==> config.mk <==
export PLATFORM = sky130hd
export DESIGN_NAME = base64_stream_encoder_top
export DESIGN_NICKNAME = d
export VERILOG_FILES = /design/src/hdl/b64e_pkg.sv /design/src/hdl/base64_stream_encoder_top.sv /design/src/hdl/b64e_front.sv /design/src/hdl/b64e_queue.sv /design/src/hdl/b64e_back.sv
export SDC_FILE = /design/constraint.sdc
export NUM_CORES = 1
export LEC_CHECK = 0
export BUFFER_PORTS_ARGS = -buffer_cell sky130_fd_sc_hd__buf_2
export CAP_MARGIN = 0
export CORE_MARGIN = 5
export CORE_UTILIZATION = 45
export DETAILED_ROUTE_END_ITERATION = 10
export PLACE_DENSITY_LB_ADDON = 0.08
export SYNTH_ARGS = -nofsm -noshare
export SYNTH_HDL_FRONTEND = slang
export SYNTH_SLANG_ARGS = --single-unit
==> constraint.sdc <==
create_clock -name clock -period 3.2 [get_ports clock]
set_input_delay 0.32 -clock clock [delete_from_list [all_inputs] [get_ports clock]]
set_output_delay 0.32 -clock clock [all_outputs]
set_load 0.03 [all_outputs]
==> src/hdl/b64e_pkg.sv <==
// Shared types, constants and the character lookup for the base64 stream encoder.
`timescale 1ns / 1ps
`default_nettype none

package b64e_pkg;

   localparam logic [7:0] PAD_CHAR   = 8'h3D;
   localparam int         QUEUE_DEPTH = 2;

   // One complete 24-bit group waiting to be turned into four characters.
   typedef struct packed {
      logic [23:0] group;
      logic [1:0]  pad_count;  // number of trailing '=' characters, 0 to 2
      logic        final_grp;  // the group closes the message
   } group_type;

   // Head of the queue as seen by the back end.
   typedef struct packed {
      logic      valid;
      group_type entry;
   } queue_head_type;

   // Front-end status, used for checking.
   typedef struct packed {
      logic [1:0] pending_count;
   } front_status_type;

   // Standard base64 alphabet: A-Z, a-z, 0-9, '+', '/'.
   function automatic logic [7:0] sextet_char(input logic [5:0] value);
      logic [7:0] v;
      logic [7:0] result;
      v = {2'b00, value};
      if (value < 6'd26) begin
         result = 8'h41 + v;
      end else if (value < 6'd52) begin
         result = 8'h61 + v - 8'd26;
      end else if (value < 6'd62) begin
         result = 8'h30 + v - 8'd52;
      end else if (value == 6'd62) begin
         result = 8'h2B;
      end else begin
         result = 8'h2F;
      end
      return result;
   endfunction

endpackage

`default_nettype wire

==> src/hdl/base64_stream_encoder_top.sv <==
// Top level of the streaming base64 encoder: front end, group queue and back end.
`timescale 1ns / 1ps
`default_nettype none

// The encoder takes a message one byte per transfer on the req_ channel, with
// req_end_of_message marking the final byte, and gives the standard base64 text
// one character per transfer on the rsp_ channel. Every third byte completes a
// 24-bit group, which comes out as four characters, most significant sextet
// first; a message that ends on one or two bytes of a group gives two or three
// characters followed by '=' padding, so every group is four characters long.
// The final character of the message carries rsp_last_char. The back end gives
// out a group as four characters, one at a time through its output register,
// so the sustained input rate is three bytes for every four characters. The
// front end accepts a byte in every cycle while the two-entry group queue has
// room, so short bursts go in at one byte per cycle, and a result waiting at
// the output does not stop bytes from being taken.
module base64_stream_encoder_top (
   input  wire logic       clock,
   input  wire logic       reset,
   input  wire logic       req_valid,
   output logic            req_ready,
   input  wire logic [7:0] req_data_byte,
   input  wire logic       req_end_of_message,
   output logic            rsp_valid,
   input  wire logic       rsp_ready,
   output logic [7:0]      rsp_out_char,
   output logic            rsp_last_char
);
   import b64e_pkg::*;

   logic             push;
   group_type        push_entry;
   logic             queue_full;
   logic             pop;
   queue_head_type   head;
   front_status_type front_status;

   // Position of the next character within its group, kept for checking.
   logic [1:0]       chk_pos_ff, chk_pos_in;

   b64e_front u_front (
      .clock              (clock),
      .reset              (reset),
      .req_valid          (req_valid),
      .req_ready          (req_ready),
      .req_data_byte      (req_data_byte),
      .req_end_of_message (req_end_of_message),
      .push               (push),
      .push_entry         (push_entry),
      .queue_full         (queue_full),
      .status             (front_status)
   );

   b64e_queue u_queue (
      .clock      (clock),
      .reset      (reset),
      .push       (push),
      .push_entry (push_entry),
      .full       (queue_full),
      .pop        (pop),
      .head       (head)
   );

   b64e_back u_back (
      .clock         (clock),
      .reset         (reset),
      .head          (head),
      .pop           (pop),
      .rsp_valid     (rsp_valid),
      .rsp_ready     (rsp_ready),
      .rsp_out_char  (rsp_out_char),
      .rsp_last_char (rsp_last_char)
   );

   assign chk_pos_in = (rsp_valid && rsp_ready) ? chk_pos_ff + 2'd1 : chk_pos_ff;

   always_ff @(posedge clock) begin
      if (reset) begin
         chk_pos_ff <= 2'd0;
      end else begin
         chk_pos_ff <= chk_pos_in;
      end
   end

   // The end of a message always leaves the front end with nothing held.
   assert property (@(posedge clock) disable iff (reset)
      (req_valid && req_ready && req_end_of_message) |=> (front_status.pending_count == 2'd0))
      else $error("pending bytes left after the end of a message");

   // The final character is always the fourth of its group.
   assert property (@(posedge clock) disable iff (reset)
      (rsp_valid && rsp_last_char) |-> (chk_pos_ff == 2'd3))
      else $error("final character not at the end of a group");

   // Padding only ever fills the third or fourth place of a group.
   assert property (@(posedge clock) disable iff (reset)
      (rsp_valid && (rsp_out_char == PAD_CHAR)) |-> (chk_pos_ff == 2'd2 || chk_pos_ff == 2'd3))
      else $error("padding in the first half of a group");

   // A group is never pushed while the queue is full.
   assert property (@(posedge clock) disable iff (reset)
      push |-> !queue_full)
      else $error("group pushed into a full queue");

endmodule

`default_nettype wire

==> src/hdl/b64e_front.sv <==
// Front end: accepts message bytes, holds partial groups and forms complete groups.
`timescale 1ns / 1ps
`default_nettype none

module b64e_front (
   input  wire logic                      clock,
   input  wire logic                      reset,
   input  wire logic                      req_valid,
   output logic                           req_ready,
   input  wire logic [7:0]                req_data_byte,
   input  wire logic                      req_end_of_message,
   output logic                           push,
   output b64e_pkg::group_type            push_entry,
   input  wire logic                      queue_full,
   output b64e_pkg::front_status_type     status
);
   import b64e_pkg::*;

   logic [15:0] held_ff, held_in;
   logic [1:0]  count_ff, count_in;
   logic        accept;

   assign req_ready = !queue_full;
   assign accept    = req_valid && req_ready;
   assign status.pending_count = count_ff;

   always_comb begin
      held_in          = held_ff;
      count_in         = count_ff;
      push             = 1'b0;
      push_entry.group     = {held_ff, req_data_byte};
      push_entry.pad_count = 2'd0;
      push_entry.final_grp = req_end_of_message;
      if (count_ff >= 2'd2) begin
         push_entry.group     = {held_ff, req_data_byte};
         push_entry.pad_count = 2'd0;
      end else if (count_ff == 2'd1) begin
         push_entry.group     = {held_ff[7:0], req_data_byte, 8'h00};
         push_entry.pad_count = 2'd1;
      end else begin
         push_entry.group     = {req_data_byte, 16'h0000};
         push_entry.pad_count = 2'd2;
      end
      if (accept) begin
         if (count_ff >= 2'd2 || req_end_of_message) begin
            push     = 1'b1;
            held_in  = 16'h0000;
            count_in = 2'd0;
         end else begin
            held_in  = {held_ff[7:0], req_data_byte};
            count_in = count_ff + 2'd1;
         end
      end
   end

   always_ff @(posedge clock) begin
      if (reset) begin
         held_ff  <= 16'h0000;
         count_ff <= 2'd0;
      end else begin
         held_ff  <= held_in;
         count_ff <= count_in;
      end
   end

endmodule

`default_nettype wire

==> src/hdl/b64e_queue.sv <==
// Short queue of complete groups between the front and back ends.
`timescale 1ns / 1ps
`default_nettype none

module b64e_queue (
   input  wire logic                    clock,
   input  wire logic                    reset,
   input  wire logic                    push,
   input  wire b64e_pkg::group_type     push_entry,
   output logic                         full,
   input  wire logic                    pop,
   output b64e_pkg::queue_head_type     head
);
   import b64e_pkg::*;

   localparam int PtrWidth = $clog2(QUEUE_DEPTH);

   group_type                entries_ff [QUEUE_DEPTH];
   logic [PtrWidth-1:0]      wr_ptr_ff, wr_ptr_in;
   logic [PtrWidth-1:0]      rd_ptr_ff, rd_ptr_in;
   logic [PtrWidth:0]        fill_ff, fill_in;

   assign full       = (fill_ff == (PtrWidth+1)'(QUEUE_DEPTH));
   assign head.valid = (fill_ff != '0);
   assign head.entry = entries_ff[rd_ptr_ff];

   always_comb begin
      wr_ptr_in = wr_ptr_ff;
      rd_ptr_in = rd_ptr_ff;
      fill_in   = fill_ff;
      if (push) begin
         wr_ptr_in = (wr_ptr_ff == (PtrWidth)'(QUEUE_DEPTH - 1)) ? '0 :
                     wr_ptr_ff + (PtrWidth)'(1);
      end
      if (pop) begin
         rd_ptr_in = (rd_ptr_ff == (PtrWidth)'(QUEUE_DEPTH - 1)) ? '0 :
                     rd_ptr_ff + (PtrWidth)'(1);
      end
      if (push && !pop) begin
         fill_in = fill_ff + (PtrWidth+1)'(1);
      end else if (pop && !push) begin
         fill_in = fill_ff - (PtrWidth+1)'(1);
      end
   end

   always_ff @(posedge clock) begin
      if (push) begin
         entries_ff[wr_ptr_ff] <= push_entry;
      end
   end

   always_ff @(posedge clock) begin
      if (reset) begin
         wr_ptr_ff <= '0;
         rd_ptr_ff <= '0;
         fill_ff   <= '0;
      end else begin
         wr_ptr_ff <= wr_ptr_in;
         rd_ptr_ff <= rd_ptr_in;
         fill_ff   <= fill_in;
      end
   end

endmodule

`default_nettype wire

==> src/hdl/b64e_back.sv <==
// Back end: turns each queued group into four characters, one per cycle while the receiver is ready.
`timescale 1ns / 1ps
`default_nettype none

module b64e_back (
   input  wire logic                    clock,
   input  wire logic                    reset,
   input  wire b64e_pkg::queue_head_type head,
   output logic                         pop,
   output logic                         rsp_valid,
   input  wire logic                    rsp_ready,
   output logic [7:0]                   rsp_out_char,
   output logic                         rsp_last_char
);
   import b64e_pkg::*;

   logic [1:0] idx_ff, idx_in;
   logic       valid_ff, valid_in;
   logic [7:0] char_ff, char_in;
   logic       last_ff, last_in;
   logic       load;
   logic [5:0] sextet;
   logic       is_pad;

   assign rsp_valid     = valid_ff;
   assign rsp_out_char  = char_ff;
   assign rsp_last_char = last_ff;

   // The output register may take a new character when empty or being drained.
   assign load = !valid_ff || rsp_ready;
   assign pop  = load && head.valid && (idx_ff == 2'd3);

   always_comb begin
      case (idx_ff)
         2'd0:    sextet = head.entry.group[23:18];
         2'd1:    sextet = head.entry.group[17:12];
         2'd2:    sextet = head.entry.group[11:6];
         default: sextet = head.entry.group[5:0];
      endcase
      is_pad = ((idx_ff == 2'd3) && (head.entry.pad_count != 2'd0)) ||
               ((idx_ff == 2'd2) && (head.entry.pad_count == 2'd2));

      valid_in = valid_ff;
      char_in  = char_ff;
      last_in  = last_ff;
      idx_in   = idx_ff;
      if (load) begin
         valid_in = head.valid;
         char_in  = is_pad ? PAD_CHAR : sextet_char(sextet);
         last_in  = head.entry.final_grp && (idx_ff == 2'd3);
         if (head.valid) begin
            idx_in = idx_ff + 2'd1;
         end
      end
   end

   always_ff @(posedge clock) begin
      if (reset) begin
         valid_ff <= 1'b0;
         idx_ff   <= 2'd0;
      end else begin
         valid_ff <= valid_in;
         idx_ff   <= idx_in;
      end
      char_ff <= char_in;
      last_ff <= last_in;
   end

endmodule

`default_nettype wire

# == Word-level counts from Yosys, hierarchy flattened ==
# Memories as Yosys holds them, arrays and structs flattened. A register that Yosys moved wholly into a read port is not among the register bits.
# Cells that the tools add are included.
# op_classes
magnitude_cmp,4
n_reduce_logical,20
eq_ne,7
mux,19
addsub,11
# ops
cell,count
$mux 26,2
$mux 8,3
$pmux 6 s3,1
$add 7x6->8 const A,2
$mux 16,1
$lt 6x6->1 const B,2
$eq 2x2->1 const B,4
$logic_and 1x1->1,8
$mux 1,8
$sub 8x5->8 const B,1
$sub 8x6->8 const B,1
$add 6x6->7 const A,1
$add 2x1->2 const B,3
$eq 6x6->1 const B,1
$lt 6x5->1 const B,1
$mux 2,3
$reduce_bool 2->1,3
$eq 2x1->1 const B,2
$logic_not 1->1,4
$logic_or 1x1->1,3
$mux 3,1
$add 1x1->1 const B,2
$ge 2x2->1 const B,1
$logic_not 2->1,1
other kinds (2),2
# totals
input_bits,13
output_inout_bits,11
reg_bits,34
wordCells,71
memories,1
ramBits,54
# mem_list
memory,words,word_bits,rd,rd_clocked_by_memory_dff,write_ports,line_no,text
u_queue.entries_ff,2,27,1,1,1,b64e_queue.sv:18,group_type entries_ff [QUEUE_DEPTH];

# == Logic depth before layout (Yosys ltp) ==
# Gate-level depths: netlist (run 1).
# logic_depth
word_depth,8
depth_mapped,14
ltp_nobuf,12

# == Cells and area by module ==
# Synthesis (run 1) repeated with hierarchy kept, for this count alone.
# hier_totals
cells_unflattened,361
hier_area_um2,4257.8
# by_module_without_submodules
mod,cells_per_inst,area_per_inst_um2,seq_area_each_um2,n_inst
b64e_queue,106,2163.3,1721.7,1
b64e_front,153,1099.8,360.3,1
b64e_back,102,994.7,330.3,1

# == Worst setup path before layout (run 1) ==
# OpenSTA, ideal clock, no wires.
# synth_timing
path_type,flip-flop to flip-flop
from,register u_queue.fill_ff[0]
to,memory u_queue.entries_ff[0][0] (netlist name) (enable)
arrival_time_ns,3.214
path_stages_with_launch,6
setup_time_ns,0.445
setup_slack_ns,-0.458
t_required_ns,2.755
cell_sequence,dfxtp_1 -> nand2b_1 -> nand2_1 -> clkbuf_1 -> clkbuf_1 -> nor3_1
# synth_between
elab_chain_len,6
# synth_rtl
item,line_no,text
"start, declared",b64e_queue.sv:21,"logic [PtrWidth:0] fill_ff, fill_in;"
"start signal, assigned",b64e_queue.sv:60,fill_ff <= fill_in;
$eq 2x2->1,b64e_queue.sv:23,assign full = (fill_ff == (PtrWidth+1)'(QUEUE_DEPTH));
$logic_not 1->1,b64e_front.sv:23,assign req_ready = !queue_full;
net req_ready,base64_stream_encoder_top.sv:21,"output logic req_ready,"
$logic_and 1x1->1,b64e_front.sv:24,assign accept = req_valid && req_ready;
$mux 1,b64e_front.sv:44,if (accept) begin
$mux 1,b64e_queue.sv:47,if (push) begin
$mux 1 (implied by the code),b64e_queue.sv:48,entries_ff[wr_ptr_ff] <= push_entry;
"end, declared",b64e_queue.sv:18,
# The timed path passes the listed nets, and every way through them passes these cells.

# == Final worst setup path (run 1) ==
# layout_timing
from,register u_back.idx_ff[0]
to,"register u_back.char_ff[3], in the netlist u_back.rsp_out_char[3] (data pin)"
# layout_between
elab_chain_len,7
word_cells_on_any_way,19
classes_between,5 x add/sub; 3 x order compare; 3 x eq/ne; 4 x mux; 4 x reduce/logical
# layout_rtl
item,line_no,text
"start, declared",b64e_back.sv:17,"logic [1:0] idx_ff, idx_in;"
"start signal, assigned",b64e_back.sv:63,idx_ff <= idx_in;
$eq 2x2->1 (tied with other cells),"b64e_back.sv:34, b64e_back.sv:41",
$pmux 6 s3,b64e_back.sv:34,case (idx_ff)
$add 6x6->7,b64e_pkg.sv:38,result = 8'h30 + v - 8'd52;
$sub 8x6->8,b64e_pkg.sv:38,
$mux 8,b64e_pkg.sv:37,end else if (value < 6'd62) begin
$mux 8,b64e_pkg.sv:35,end else if (value < 6'd52) begin
$mux 8,b64e_pkg.sv:33,if (value < 6'd26) begin
"end signal, assigned",b64e_back.sv:65,char_ff <= char_in;
"end, declared",b64e_back.sv:19,"logic [7:0] char_ff, char_in;"
# Parallel ways exist; a longest one is shown, timed or not.
# A chain may end at the register's enable or synchronous reset.

==> results of run 1 <==
[path summary, 6_finish.rpt]
path                                                        from                              endpoint  slack (ns)  cells after the start
worst max register to register     u_back.idx_ff[0]$_SDFFE_PP0P_  u_back.rsp_out_char[3]$_SDFFCE_PP1P_        0.20                      9
worst min register to register  u_front.held_ff[11]$_SDFFE_PP0P_      u_front.held_ff[11]$_SDFFE_PP0P_        0.51                      2
worst min-delay path                          req_end_of_message    u_queue.entries_ff[0][0]$_DFFE_PP_        0.21                      1
worst max-delay path               u_back.idx_ff[0]$_SDFFE_PP0P_  u_back.rsp_out_char[3]$_SDFFCE_PP1P_        0.20                      9
[cells by family after synthesis]
family | count (synthesis) | share of synthesized area
muxes | 19 | 0.0462
adders and majority gates | 16 | 0.0483
buffers and inverters | 33 | 0.0338
and+or+nand+nor | 115 | 0.128
xor gates and xnor gates | 6 | 0.0127
AOI/OAI and AO/OA | 88 | 0.149
DFF | 89 | 0.582
[sequential cells by signal, summed over array words and instances (netlist names), 2 cells and up, named ones only]
name	cells
u_queue.fill_ff	2
u_back.rsp_out_char	8
u_front.held_ff	16
u_back.idx_ff	2
u_front.status	2
u_queue.entries_ff	54
[worst reg2reg max path, cell delays in order (launching register included)]
cell     delay (ns)
dfxtp_1        0.41
inv_1          0.09
ha_1           0.33
a22o_1         0.25
o311a_1        0.41
ha_1           0.30
a31oi_2        0.25
o21a_2         0.28
a21oi_1        0.07
a221o_1        0.36
[area by class of cell]
class                      instances  share of cell area
timing repair buffer              36              0.0455
sequential                        89               0.516
multi-input combinational        244               0.347
clock inverter                     6              0.0244
tap                              111              0.0297
inverter                          13              0.0104
clock buffer                      10              0.0273
[power breakdown]
group | total [mW] | internal [mW] | switching [mW]
combinational | 0.807 | 0.295 | 0.512
clock | 0.921 | 0.522 | 0.399
sequential | 1.39 | 1.35 | 0.0383
total | 3.12 | 2.17 | 0.950
[layer usage]
metal	wire, um	vias up	global-route usage
li1	-	1404	-
met1	4270	1342	0.232
met3	282	8	0.0243
met2	4090	49	0.260
met4	105	0	0.0583
met5	0	-	0
[metrics by stage]
| stage | util | std cells | setup slack [ns] |
|---|---|---|---|
| global placement | 0.485 | 493 | 0.156 |
| global route | 0.513 | 509 | 0.00697 |
| floorplan | - | 366 | 0.335 |
| finish | 0.513 | 509 | 0.203 |
| detailed placement | 0.485 | 493 | 0.0536 |
| CTS | 0.512 | 509 | 0.0422 |
[cell usage in the layout, fill, tap and decap left out, types with 2 or more instances in the layout]
cell,instances
inv_1,10
bufinv_16,3
edfxtp_1,63
a31oi_1,2
clkinvlp_4,2
ha_1,15
nand2b_1,3
dfxtp_1,26
a21oi_1,12
a221o_1,2
inv_2,3
and2_1,12
nand2_1,46
buf_4,13
o21ai_1,2
o311a_1,2
buf_2,23
nor2_1,30
xor2_1,3
nand3_1,7
nor3_2,3
o21ai_0,18
a31oi_2,2
a22oi_1,25
a22o_1,2
xnor2_1,3
a211oi_1,2
nor2b_1,5
mux2i_1,18
a311o_1,2
clkbuf_8,9
and3_1,2
[what timing repair did]
| item | 4_1_cts | 5_1_grt |
|---|---|---|
| hold endpoints to repair | 0 | 0 |
| endpoints found under the setup margin | 0 | 7 |
| gates resized for setup | 0 | 3 |
==> results.cfg, run 1 <==
[route]
num_vias = 2803
wl_mm = 8.75
routed_via_density = 5.51
dr.pass1.iters = 5
drc = 0
wl_per_cell_um = 17.2
drt_iter0_markers = 184
ant_nets = 0

[synthesis]
yosys.area.top_type = edfxtp_1
yosysWarnings = 0
synth-edff-count = 63
yosys-top-cells-count = 63 x edfxtp_1, 46 x nand2_1, 30 x nor2_1
synth_area_um2 = 4150
yosysUniqueCellTypes = 54
ys_seq_area_frac = 0.582
synth_cells = 366
syn_avg_cell_area_um2 = 11.3
synthFlopType = edfxtp_1
synth_top_area_share = 0.456
syn_nets = 395
ys_ff_latch = 89
synth_area_leaders = edfxtp_1 46%, dfxtp_1 13%, ha_1 4.8%
async_reset_ff_frac = 0
synthMostInstantiatedCell = edfxtp_1

[place]
gp_congestion = 0.838
placed_area_um2 = 4420
dp.final_hpwl_mm = 6.23
portBuffers = 23

[layout]
seqCellArea_um2 = 2410
fillers = 826
antenna-diode-count = 0
postLayoutCellArea_um2 = 4670
layout-drive-gt1-share = 0.168
synthToLayoutAreaGrowth_pct = 12.7
layout.nets = 422
multi_input_area_um2 = 1620

[global_routing]
grt_max_degree = 35
grt_pass1_vias = 2713
grt.total_usage = 0.165
grt_overflow = 0
grt_pass1_wl_mm = 14.4
antenna_found_initial = 0

[sta]
fin_crit_ns = 3.00
rsz0062_at_grt = false
fmax_mhz = 334
post-route-period-util = 0.937
holdWs_ns = 0.214
slew-limit-headroom = 0.451
hold_viol = 0
finalSetupViolations = 0
skew_ns = 0.0105
tns_ns = 0
worst_pin_slew_ns = 0.824
final_max_slew_viol_count = 0

[die]
die-width_um = 106
pin_count = 24
die-area_um2 = 11200
initial_core_util = 0.455
rows = 35
fp.coreArea_um2 = 9110
die-height_um = 106

[clock_tree]
htree_levels = 3
worstSkewPairLatency_ns = 0.35
clock-sinks = 89
cts_tree = built
cts_root_buf = clkbuf_8
path_clk_slew_ns = 0.09
cts_hold_buf = 0
cts_max_path_buffers = 2
cts_made_buffers = 9
postCtsSetupRepairBufs = 0

[critical_path]
end_kind = flip-flop
path_cells = inv_1, ha_1, a22o_1, o311a_1, ha_1, a31oi_2, o21a_2, a21oi_1, a221o_1
critPathKind = reg -> reg
crit_buf_inv = 1
cp_common_cell = ha_1
cp_top_family = compound AO/OA/AOI/OAI gates
crit_fanout = 10
crit_arrival_ns = 3.09
worstPathRequired_ns = 3.30
cp-start-kind = flip-flop
slowest_stage = dfxtp_1
slowest_delay_ns = 0.41

[flow_run]
cap_violations = 0

[hold_path]
hold_path.class = in -> reg

[power]
p_leak_nw = 1.67
total_power_mw = 3.12
vdd_drop_max_mv = 0.269
p_per_area_nw_per_um2 = 668

[status]
status = finished, final reports clean
Power figures use the tool's default switching activity.
==> inputs of run 2 (changes only) <==
- SYNTH_HIERARCHICAL: unset -> 1
==> results.cfg, run 2 <==
[synthesis]
synthAdderAreaFrac = 0.0323
yosys.area.top_type = edfxtp_1
ys_seq_area_frac = 0.567
synth_top_area_share = 0.444
synthFlopType = edfxtp_1
yosysWarnings = 6
synthMostInstantiatedCell = nand2_1
synth_area_leaders = edfxtp_1 44%, dfxtp_1 12%, mux2_2 7.4%
synth_top_family_by_area = multiplexers
synth_xor_area_frac = 0.0123
yosysUniqueCellTypes = 49
synth-compound-area-share = 0.106
yosys-top-cells-count = 64 x nand2_1, 63 x edfxtp_1, 29 x a21oi_1
ys_ff_latch = 89
syn_nets = 385
synth_cells = 361
syn_avg_cell_area_um2 = 11.8
yosys.area_share.simple = 0.116
synthMuxAreaShare = 0.119
synth_area_um2 = 4260
synth-edff-count = 63
async_reset_ff_frac = 0

[place]
dp.final_hpwl_mm = 5.60
portBuffers = 23
dp_cells = 500
preCtsSetupSlack_ns = 0.476
gp_congestion = 0.834

[hold_path]
hold_path.class = in -> reg

[sta]
rsz0062_at_grt = false
skew_ns = 0.0159
hold_viol = 0
slew-limit-headroom = 0.462
worst_pin_slew_ns = 0.807
final_max_slew_viol_count = 0
post-route-period-util = 0.855
fin_crit_ns = 2.73
tns_ns = 0
fmax_mhz = 366
holdWs_ns = 0.201
fin_ws_ns = 0.465
finalSetupViolations = 0

[die]
fp.coreArea_um2 = 9240
rows = 35
die-area_um2 = 11500
die-height_um = 107
pin_count = 24
initial_core_util = 0.461
die-width_um = 107

[critical_path]
timing.rr.start = u_back/idx_ff[1]$_SDFFE_PP0P_
critPathKind = reg -> reg
slowest_stage = ha_1
worstPathRequired_ns = 3.27
crit_buf_inv = 1
cp_top_family = adder cells
cp-start-kind = flip-flop
crit_path_end = u_back/rsp_out_char[2]$_SDFFCE_PP1N_
crit_fanout = 13
cp_common_cell = ha_1
crit_arrival_ns = 2.80
end_kind = flip-flop
path_cells = ha_1, mux2i_2, inv_1, ha_1, a311o_1, mux2i_1, o221ai_1
crit_cells = 7
rr_worst_depth = 7
setup.worst_path.start = u_back/idx_ff[1]$_SDFFE_PP0P_
crit-reg2reg-capture = u_back/rsp_out_char[2]$_SDFFCE_PP1N_
slowest_delay_ns = 0.64
reg2reg_slack_ns = 0.47

[global_routing]
grt_pass1_vias = 2623
antenna_found_initial = 0
grt_max_degree = 31
grt_overflow = 0
grt.total_usage = 0.150
grt_pass1_wl_mm = 13.4

[route]
wl_mm = 7.98
routed_via_density = 5.14
num_vias = 2653
drt_iter0_markers = 106
drc = 0
ant_nets = 0
dr.pass1.iters = 5
wl_per_cell_um = 15.5

[layout]
final_common_cell = nand2_1
antenna-diode-count = 0
layout-drive-gt1-share = 0.220
final_cell_mix = 64 x nand2_1, 63 x edfxtp_1, 29 x a21oi_1
post-route-util = 0.500
fillers = 847
largest_reg_flops = 54
synthToLayoutAreaGrowth_pct = 8.40
largest-register = u_queue/entries_ff
final_cells = 516
layout.nets = 406

[power]
p_per_area_nw_per_um2 = 641
vdd_drop_max_mv = 0.241
clkPwrFrac = 0.230
power_frac_seq = 0.482
pwr-share-comb = 0.288
p_leak_nw = 1.63
p_sw_uw = 957
intPower_mw = 2.00
power_switching_share = 0.323

[status]
status = finished, final reports clean

[clock_tree]
cts_root_buf = clkbuf_8
htree_levels = 3
cts_tree = built
cts_max_path_buffers = 2
worstSkewPairLatency_ns = 0.34
cts_hold_buf = 0
clock-sinks = 89
path_clk_slew_ns = 0.09
post_cts_resized = 0
cts_made_buffers = 9
postCtsSetupRepairBufs = 0

[flow_run]
cap_violations = 0
==> run 2: changes by cell type after synthesis, sizes merged, moves of 5 or more <==
cell | previous run | this run
nand2 | 47 | 65
a222oi | 1 | 6
a21oi | 12 | 30
mux2 | 1 | 31
a22oi | 26 | 2
clkbuf | 16 | 1
buf | 4 | 17
nor2 | 30 | 13
ha | 16 | 11
==> run 2: per-layer routing <==
layer  global-route usage  wire length, um  vias to the layer above
met5                    0                0                        -
met4               0.0548               41                        0
li1                     -                -                     1342
met2                0.225             3700                       28
met3               0.0234              193                        2
met1                0.219             4040                     1281
==> run 2: worst min-delay path by stage <==
stage / to / startpoint / slack, ns / cells past startpoint
4_1_cts: u_queue/entries_ff[1][0]$_DFFE_PP_ / req_end_of_message / 0.18 / 1
3_3_place_gp: u_front/held_ff[13]$_SDFFE_PP0P_ / u_front/held_ff[13]$_SDFFE_PP0P_ / 0.44 / 2
2_1_floorplan: u_back/idx_ff[1]$_SDFFE_PP0P_ / reset / 0.39 / 1
6_report: u_queue/entries_ff[1][0]$_DFFE_PP_ / req_end_of_message / 0.20 / 1
3_5_place_dp: u_front/held_ff[10]$_SDFFE_PP0P_ / u_front/held_ff[10]$_SDFFE_PP0P_ / 0.45 / 2
5_1_grt: u_queue/entries_ff[1][0]$_DFFE_PP_ / req_end_of_message / 0.17 / 1
==> run 2: logic make-up after synthesis <==
kind of cell | Yosys count
compound gates | 69
xor+xnor | 6
fa+ha+maj | 11
buf+inv | 33
flops | 89
mux | 45
other cells | 1
simple gates | 107
==> run 2: power by group through the flow <==
stage | Combinational, mW | Sequential (mW) | Clock [mW]
floorplan | 0.561 | 1.55 | 0
global placement | 0.840 | 1.45 | 0
detailed placement | 0.851 | 1.45 | 0
CTS | 0.853 | 1.43 | 0.711
global route | 0.942 | 1.44 | 0.763
finish | 0.852 | 1.43 | 0.680
==> run 2: area by class of cell <==
type | count | area (um^2) | area share
Sequential cell | 89 | 2410 | 0.523
Multi-Input combinational cell | 239 | 1650 | 0.357
Timing Repair Buffer | 28 | 165 | 0.0358
Tap cell | 129 | 161 | 0.0350
Clock buffer | 12 | 145 | 0.0314
Inverter | 15 | 56.3 | 0.0122
Clock inverter | 4 | 26.3 | 0.00569
==> run 2: through the flow <==
step / power [mW] / area [um^2]
2_1_floorplan: 2.11 / 4260
3_3_place_gp: 2.29 / 4440
3_5_place_dp: 2.31 / 4440
4_1_cts: 2.99 / 4620
5_1_grt: 3.15 / 4620
6_report: 2.96 / 4620
==> run 2: worst reg2reg max path: stages (launching register included) <==
cell and delay (ns):
dfxtp_1 0.39, ha_1 0.64, mux2i_2 0.52, inv_1 0.09, ha_1 0.26, a311o_1 0.30
mux2i_1 0.14, o221ai_1 0.12
